<file path="src/rtl/core/spte_pkg.sv">
`timescale 1ns / 1ps
// Shared constants and types for the shortest path tree engine.
// Used by the compare-add unit and the top level; depends on nothing.
package spte_pkg;

   localparam int NODES       = 16;
   localparam int WEIGHT_BITS = 16;
   localparam int NODE_BITS   = (NODES > 1) ? $clog2(NODES) : 1;
   localparam int PAIR_BITS   = 2 * NODE_BITS;
   localparam int PAIR_DEPTH  = 1 << PAIR_BITS;
   localparam int DIST_BITS   = 20;
   localparam int SUM_BITS    = ((WEIGHT_BITS > DIST_BITS) ? WEIGHT_BITS : DIST_BITS) + 1;
   localparam int REPORT_MAX  = 16;
   localparam int REPORT      = (NODES < REPORT_MAX) ? NODES : REPORT_MAX;

   localparam logic [DIST_BITS-1:0] DIST_MAX = '1;

   localparam logic KIND_ADD = 1'b0;
   localparam logic KIND_RUN = 1'b1;

   typedef struct packed {
      logic [DIST_BITS-1:0]   base;
      logic [WEIGHT_BITS-1:0] addend;
      logic [DIST_BITS-1:0]   limit;
   } spte_alu_req_type;

   typedef struct packed {
      logic [DIST_BITS-1:0] sum;
      logic                 less;
   } spte_alu_rsp_type;

endpackage

</file>
<file path="src/rtl/core/spte_alu.sv">
`timescale 1ns / 1ps
// Shared saturating compare-add unit: adds a weight to a distance and
// compares the result with a limit. Depends on spte_pkg.
module spte_alu
   import spte_pkg::*;
(
   input  spte_alu_req_type alu_req,
   output spte_alu_rsp_type alu_rsp
);

   logic [SUM_BITS-1:0]  raw_sum;
   logic [DIST_BITS-1:0] sat_sum;

   always_comb begin
      raw_sum = SUM_BITS'(alu_req.base) + SUM_BITS'(alu_req.addend);
      if (raw_sum > SUM_BITS'(DIST_MAX)) begin
         sat_sum = DIST_MAX;
      end else begin
         sat_sum = raw_sum[DIST_BITS-1:0];
      end
      alu_rsp.sum  = sat_sum;
      alu_rsp.less = (sat_sum < alu_req.limit);
   end

endmodule

</file>
<file path="config.mk">
export PLATFORM = sky130hd
export DESIGN_NAME = spte_alu
export DESIGN_NICKNAME = d
export VERILOG_FILES = /design/src/rtl/core/spte_pkg.sv /design/src/rtl/core/spte_alu.sv
export SDC_FILE = /design/constraint.sdc
export NUM_CORES = 1
export LEC_CHECK = 0
export CORE_ASPECT_RATIO = 0.6
export CORE_MARGIN = 2
export CORE_UTILIZATION = 34
export DETAILED_ROUTE_END_ITERATION = 16
export DONT_BUFFER_PORTS = 1
export PLACE_DENSITY = 0.56
export SYNTH_ARGS = -nofsm -noshare
export SYNTH_HDL_FRONTEND = slang
export SYNTH_SLANG_ARGS = --single-unit
export TNS_END_PERCENT = 20
</file>
<file path="constraint.sdc">
create_clock -name vclk -period 4.9
set_input_delay 0.98 -clock vclk [all_inputs]
set_output_delay 0.98 -clock vclk [all_outputs]
set_load 0.005 [all_outputs]
</file>
==> impl_results.md <==
- Yosys warns: 0
- Max_slew headroom: 72.94%
- First-pass GRT wire length: 6444 um
- Gate power share: 100.0%
- Ant diodes: 0
- Post-Synth Adder-Cell Area: 31.80%
- Sequential-to-total area share from yosys stat: 0%
- Num ports: 77
- # rows: 18
- Count of cell types in the netlist: 38
- Hold Crit Class: in -> out
- Iter 0 DRT Violations: 38
- Area growth, synth to finish: 29.63%
- P_int: 0.1570 mW
- Number of hold buffers added after cts: 0
- Vias per inst: 5.150
- Status: complete, no violations
- Pwr/cell area: 172.4 mW/mm2
- Worst Path Required: about 3.9 ns
- Switching share of power: between 50 and 60%
- Period utilization: 97.54%
- Critical Path End Type: primary output
- DRT antenna net count: 0
- Avg Synthesized Cell Area: 7.201 um2
- Share of layout cells above drive strength 1: 24.89%
- Crit-path cells: ha_2 -> inv_2 -> fa_2 -> nor2b_4 -> o31a_1 -> o2111a_2 -> o211ai_4 -> buf_6 -> nand2_2 -> ha_1 -> o21a_1 -> o2111ai_2 -> nand3_2 -> nor3b_2 -> o21a_1
- Commonest non-fill, non-tap cell in the layout: buf_4
- Crit Path Category: in -> out
- Mapped Cells: 200
- P_leak: 0.9081 nW
- Max-cap violation count: 0
- DP Worst Slack: -0.08770 ns
- Clock buffers: 0
- Fin nets: 327
- Die X: 88.02 um
- CP max-delay cell: o2111a_2
- Switch Pwr: ~0.16 mW
- CP Data Arrival Time: 3.80 ns
- Max IR drop VDD: 0.05915 mV
- Clock Power Share: 0%
- Syn nets: around 300
- DP Area: 0.001748 mm2
- Routed wire length: 4262 um
- Slew Limit Fails: 0
- Synth Area in Compound Gates: between 30% and 40%
- Hpwl dp: 3760 um
- Gr ovfl total: 0
- Total GRT Usage: between 10% and 20%
- Worst-margin pin slew: 0.4031 ns
- Final Util: a little under half
- Most used cell, CP: o21a_1
- Register area: 0 um2
- Hold slack: 2.059 ns
- Gpl congestion: 0.9194
- Leading cell types in the layout, fill and taps excluded: buf_4 (34), ha_1 (31), inv_1 (22), nand2_1 (15), nor2_1 (14)
- Drt pass-1 iters: 4
- Vias in the first global route: 1401
- Seq cells: 0
- Initial antenna violation count: 0
- Total power: roughly 0.32 mW
- Mux cell area share after synthesis: ~1.6%
- Fin. Hold Viols: 0
- Largest net degree at the start of global routing: 9
- Largest family of logic cells by synthesized area: compound AO/OA/AOI/OAI gates
- Mean routed wirelength per cell: ~15 um
- Final Worst Setup Slack: 0.1208 ns
- Reg power frac: 0%
- I/O Buffers: 0
- DR vias: 1509
- Crit Path Max Fanout: 8
- Simple-Gate Fraction of Synth Area: 20.42%
- DRC: 0
- Final min period: 4.779 ns
- Final Instance Area: 0.001867 mm2
- Xor-xnor portion of the synthesized cell area: 6.082%
- Startpoint Class: input port
- Max incr delay on CP: 0.31 ns
- Max frequency: about 210 MHz
- Initial Utilization: between 30% and 40%
- # setup viols final: 0
- Syn Std Cell Area: 0.001440 mm2
- Die Y: 54.41 um
- Core Box Area: 0.004099 mm2
- DIE AREA: 0.004789 mm2
[metrics by stage]
stage | TNS, ns | std cells
4_1_cts | 0 | 292
3_3_place_gp | 0 | 290
6_report | 0 | 293
3_5_place_dp | -0.08770 | 290
2_1_floorplan | 0 | 200
5_1_grt | -0.007692 | 293
[power groups by stage]
stage	clock network (mW)	registers, mW	logic, mW
floorplan	0	0	0.180
global placement	0	0	0.280
detailed placement	0	0	0.281
CTS	0	0	0.295
global route	0	0	0.356
finish	0	0	0.322
[layer usage]
metal  part of all wire (%)  vias up  track usage [%]
met4                      0        0                0
met3                    7.3        0            2.112
met2                     36       51            23.48
met5                      0        -                0
met1                     57      648            28.08
li1                       -      810                -
[worst max-delay path, delay by kind of cell]
family / cells / cell delay, ns
AOI/OAI and AO/OA: 6 / 1.44
adders and majority gates: 3 / 0.69
buffers and inverters: 2 / 0.24
and+or+nand+nor: 4 / 0.45
[layout make-up]
| cell class | instances | area, um2 |
|---|---|---|
| repair buffers | 36 | 277.8 |
| inverters | 23 | 86.33 |
| multi-input cells | 174 | 1428 |
| fillers | 424 | 2232 |
| well taps | 60 | 75.07 |
[synthesized netlist by cell type (all sizes together)]
| master | instances | area (um2) |
|---|---|---|
| a2111oi | 1 | 8.760 |
| a211oi | 6 | 45.04 |
| a21o | 7 | 52.55 |
| a21oi | 8 | 40.04 |
| a221oi | 4 | 41.29 |
| a22o | 1 | 8.760 |
| a31oi | 4 | 25.02 |
| and2 | 1 | 6.260 |
| and3 | 2 | 12.51 |
| buf | 3 | 15.01 |
| fa | 1 | 20.02 |
| ha | 35 | 437.9 |
| inv | 23 | 86.33 |
| mux2 | 2 | 22.52 |
| nand2 | 18 | 67.56 |
| nand2b | 4 | 25.02 |
| nand3 | 3 | 15.01 |
| nand4 | 6 | 37.54 |
| nor2 | 14 | 52.55 |
| nor2b | 3 | 26.27 |
| nor3 | 5 | 25.02 |
| nor3b | 2 | 20.02 |
| nor4 | 1 | 6.260 |
| o2111a | 1 | 12.51 |
| o2111ai | 1 | 8.760 |
| o211ai | 2 | 33.78 |
| o21a | 8 | 60.06 |
| o21ai | 17 | 85.08 |
| o21bai | 4 | 30.03 |
| o31a | 2 | 17.52 |
| o31ai | 1 | 7.510 |
| xnor2 | 5 | 43.79 |
| xor2 | 5 | 43.79 |
[kinds of logic (layout without fill, tap and decap cells)]
family / after synthesis / count (layout)
mux: 2 / 2
fa+ha+maj: 36 / 36
buf+inv: 26 / 59
simple gates: 59 / 59
compound gates: 67 / 67
xor+xnor: 10 / 10
[path summary, 6_finish.rpt]
| check | depth (start not counted) | start | to |
|---|---|---|---|
| setup / recovery | 15 | alu_req[20] | alu_rsp[0] |
| hold / removal | 1 | alu_req[52] | alu_rsp[17] |
[repair_timing]
item | in CTS | in global routing
endpoints found under the setup margin | 1 | 1
setup buffers | 2 | 1
pin swaps | 10 | 13
gates resized for setup | 10 | 20
gates cloned | 0 | 0
Note: power is estimated with default switching activity, not from simulation.
