[src/rtl/core/spte_ram.sv]
`timescale 1ns / 1ps
// Generic single-port-write, single-port-read RAM with a registered read.
// Stands alone; holds the edge weights of the shortest path tree engine.
module spte_ram #(
   parameter int WIDTH = 16,
   parameter int DEPTH = 256
) (
   input  logic                     clock,
   input  logic                     wr_en,
   input  logic [$clog2(DEPTH)-1:0] wr_addr,
   input  logic [WIDTH-1:0]         wr_data,
   input  logic                     rd_en,
   input  logic [$clog2(DEPTH)-1:0] rd_addr,
   output logic [WIDTH-1:0]         rd_data
);

   logic [WIDTH-1:0] mem_ff [DEPTH];
   logic [WIDTH-1:0] rd_data_ff;

   always_ff @(posedge clock) begin
      if (wr_en) begin
         mem_ff[wr_addr] <= wr_data;
      end
      if (rd_en) begin
         rd_data_ff <= mem_ff[rd_addr];
      end
   end

   assign rd_data = rd_data_ff;

endmodule

[config.mk]
export PLATFORM = sky130hd
export DESIGN_NAME = spte_ram
export DESIGN_NICKNAME = d
export VERILOG_FILES = /design/src/rtl/core/spte_ram.sv
export SDC_FILE = /design/constraint.sdc
export NUM_CORES = 2
export LEC_CHECK = 0
export BUFFER_PORTS_ARGS = -buffer_cell sky130_fd_sc_hd__buf_4
export CORE_MARGIN = 3
export CORE_UTILIZATION = 60
export CTS_CLUSTER_SIZE = 30
export DETAILED_ROUTE_END_ITERATION = 8
export GPL_TIMING_DRIVEN = 0
export PLACE_DENSITY_LB_ADDON = 0.1
export SYNTH_ARGS = -nofsm -noshare
export SYNTH_HDL_FRONTEND = slang
export SYNTH_SLANG_ARGS = --single-unit
[constraint.sdc]
create_clock -name clock -period 3.7 [get_ports clock]
set_clock_uncertainty 0.15 [all_clocks]
set_input_delay 0.555 -clock clock [delete_from_list [all_inputs] [get_ports clock]]
set_output_delay 0.555 -clock clock [all_outputs]
set_load 0.02 [all_outputs]
==> metrics.md <==
| Metric | Value |
|---|---|
| Run status | complete, but fails checks |
| Failing checks | setup timing |
| IR Drop Worst-Case VDD | 0.474 mV |
| Grt ovf | 0 |
| Class of the tightest hold or removal check | in2reg |
| Max-capacitance violation count | 0 |
| Data arrival time of the critical path | 4540 ps |
| Detailed router's first-iteration violation count | 14.8k |
| Kind of critical path | in2reg |
| Library cells used by synthesis | 51 |
| Dpl hpwl | 337 mm |
| Cell count after synthesis | 7,360 |
| Depth of the worst register-to-register path | 6 |
| Category of the worst setup path capture point | register |
| Core region area | 263,000 µm² |
| Cell accounting for the most synthesized area | sky130_fd_sc_hd__edfxtp_1 |
| Pwr Density | 538 nW/µm² |
| Min cycle time layout | 3970 ps |
| Reg-to-reg setup timing slack | 510 ps |
| Routed Antenna Nets | 0 |
| Number of buffers added by the clock tree synthesis step | 405 |
| Post-route cell area | 183,000 µm² |
| Leakage power | 0.0583 µW |
| Vias in the first global route | 81.0k |
| Vias per inst | 7.09 |
| Post-synthesis register bit count | 4,112 |
| Number of hold violations in the final report | 0 |
| Post-DP Area | 169,000 µm² |
| Part of the total power dissipated in the clock network | 41.8% |
| Element type at the critical path start | input port |
| Maximum buffer depth of the clock tree | 4 |
| Start of the worst register-to-register path | mem_ff[139][13] |
| Sequential share of the synthesized area | 77.7% |
| Commonest non-fill, non-tap cells in the layout | sky130_fd_sc_hd__edfxtp_1, sky130_fd_sc_hd__mux4_2, sky130_fd_sc_hd__mux2i_1, sky130_fd_sc_hd__clkbuf_16, sky130_fd_sc_hd__nor2_2 |
| Sw frac | 22.3% |
| Average routed wire per standard cell | 41.4 µm |
| Non-filler instance count after layout | 11.9k |
| End of the worst register-to-register path | rd_data[13] |
| Clock slew at the register clock pins of the worst setup and hold paths | 50 ps |
| Aggregate global-route resource usage | 36.6% |
| Sequential group share of total power | 52.2% |
| Maximum cell stage delay along the critical path | 730 ps |
| CTS sink count | 4,112 |
| CP Buf/Inv Count | 5 |
| Via count | 84.7k |
| Post-synth net total | 7,395 |
| Max-slew violation count | 0 |
| Endpoint required time on the critical path | 4270 ps |
| Final hold slack | 82.2 ps |
| Worst-path cell chain | clkbuf_2, inv_1, buf_2, clkbuf_4, clkbuf_2, a21oi_1, o21ai_0, nand4_1, nor4_4 |
| First-pass iteration count of the detailed router | 6 |
| Buffer cell driving the clock tree root | sky130_fd_sc_hd__clkbuf_16 |
| Max-slew headroom | 15.3% |
| Most common cell after layout, fill and taps aside | sky130_fd_sc_hd__edfxtp_1 |
| Area Growth Syn to Fin | 15.4% |
| Final clock period utilization by the worst path | 107% |
| Kind of cell adding the most delay to the critical path | buffers and inverters |
| Total setup violations reported at the end of the flow | 15 |
| Syn avg cell area | 21.6 µm² |
| Initial cell density of the core | 60.4% |
| Warning count from the yosys run | 0 |
| Standard cell with the maximum stage delay on the critical path | sky130_fd_sc_hd__o21ai_0 |
| Highest clock rate | 252 MHz |
| Insertion delay to the later sink of the worst-skew pair | 980 ps |
| Area of combinational cells with multiple inputs | 34,100 µm² |
| Psw | 22,000 µW |
| Launch instance of the worst min-delay path | wr_data[5] |
| Cell depth of the worst min-delay path | 2 |
| Number of filler instances in the final layout | 16.1k |
| Top cell type's share of synthesized area | 77.7% |
| Die Height | 521 µm |
| WL final | 494 mm |
| Layout cells sized above 1 | 28.7% |
| Minimum setup slack in the final design | -271 ps |
| EDFF count, synth | 4,112 |
| Register area | 123,000 µm² |
| Worst path most repeated cell | sky130_fd_sc_hd__clkbuf_2 |
| Post-placement cell count | 11.2k |
| Global placement routability congestion | 1.02 |
| Maximum number of pins on one net before global-route repair | 153 |
| CTS tree | built |
| Number of H-tree levels | 5 |
| Pre-CTS setup slack | -3010 ps |
| Post-route DRC violation count | 0 |
| Asr flop ratio synth | 0% |
| Hold endpoint | mem_ff[109][5] |
| Crit path max fanout | 10 |
| Die area | 271,000 µm² |
| Port bufs | 40 |
| Gate power share | 6.0% |
| Number of buffers inserted by post-CTS setup repair | 0 |
| Number of primary I/O pins | 51 |
| Floorplan row count | 188 |
| Post-layout net count | 8,109 |
| Global-route wire length before repair | 671 mm |
| Slew at the pin with the worst max-slew slack | 1260 ps |
| Power Internal | 76,600 µW |
| Total power draw | 98,500 µW |
| Chip width | 521 µm |
| Cells taking the most area after synthesis | sky130_fd_sc_hd__edfxtp_1, sky130_fd_sc_hd__mux4_2, sky130_fd_sc_hd__mux2i_1 |
| Post-synthesis cell area | 159,000 µm² |
| Antenna violations before repair | 31 |
| Primary FF master, synth | sky130_fd_sc_hd__edfxtp_1 |
layout make-up:
cell class	instances	share of cell area (%)
antenna	15	0.0205
buffer	449	1.59
clock buffer	466	5.68
clock inverter	277	1.52
inverter	4	0.00819
multi-input combinational	2792	18.6
sequential	4112	67.4
tap	3515	2.40
timing repair buffer	310	2.80
metal layers:
metal / vias to the layer above / GRT usage (%) / wire length, µm
li1: 32801 / - / -
met3: 1084 / 13.9 / 74900
met1: 44379 / 51.7 / 177000
met4: 12 / 17.4 / 28900
met2: 6379 / 51.0 / 213000
met5: - / 0 / 82
power groups by stage:
stage | Clock, µW | Combinational [µW] | Sequential [µW]
after CTS | 41300 | 5730 | 51400
after detailed placement | 0 | 5580 | 52400
final | 41200 | 5930 | 51400
after floorplan | 0 | 2530 | 52400
after global placement | 0 | 5300 | 52500
after global routing | 43100 | 6000 | 51400
registers in the layout, summed over array words and instances (netlist names):
name / count
mem_ff: 4096
rd_data: 16
timing repair:
action | CTS | global route
pin swaps | 0 | 1
gates resized for setup | 206 | 71
hold buffers | 15 | 0
endpoints found under the hold margin | 572 | 0
endpoints found under the setup margin | 16 | 14
how the worst max path moves through the flow:
stage	slack, ps	cells after the start	start	to
floorplan	750	8	rd_addr[0]	rd_data[4]
global placement	-2960	8	rd_addr[2]	rd_data[8]
detailed placement	-3010	8	rd_addr[2]	rd_data[8]
CTS	-10	10	rd_addr[2]	rd_data[0]
global route	-40	8	rd_addr[4]	rd_data[5]
finish	-270	9	rd_addr[4]	rd_data[13]
cells in the mapped netlist (all sizes together), types with 43 or more instances:
cell type,instances
nor3,92
mux2i,565
o22ai,148
a21oi,175
buf,222
edfxtp,4112
nor2,304
mux4,797
mux2,88
o221ai,253
clkbuf,230
a22oi,43
metrics by stage:
stage	utilization [%]	TNS [ps]
final	69.7	-2860
after global routing	69.7	-39.6
after CTS	69.6	-17.6
after detailed placement	64.2	-302130
after global placement	62.2	-3817270
after floorplan	-	0
logic make-up (layout without fill, tap and decap cells):
logic type             count (synthesis)  after routing  synth area share [%]
AND/OR/NAND/NOR                      556            556                  1.57
other                                  0             15                     0
AO/OA/AOI/OAI                        786            786                  3.53
flip-flops                          4112           4112                  77.7
buffers and inverters                456           1506                  1.69
multiplexers                        1450           1450                  15.5
worst reg2reg max path, stage by stage, from the launching register on:
cell and delay [ps]:
sky130_fd_sc_hd__edfxtp_1 360, sky130_fd_sc_hd__mux4_2 500, sky130_fd_sc_hd__mux2_2 330, sky130_fd_sc_hd__a221oi_1 620, sky130_fd_sc_hd__o31ai_2 270, sky130_fd_sc_hd__o32ai_2 490
sky130_fd_sc_hd__nor4_4 170
(Power assumes the default switching activity.)
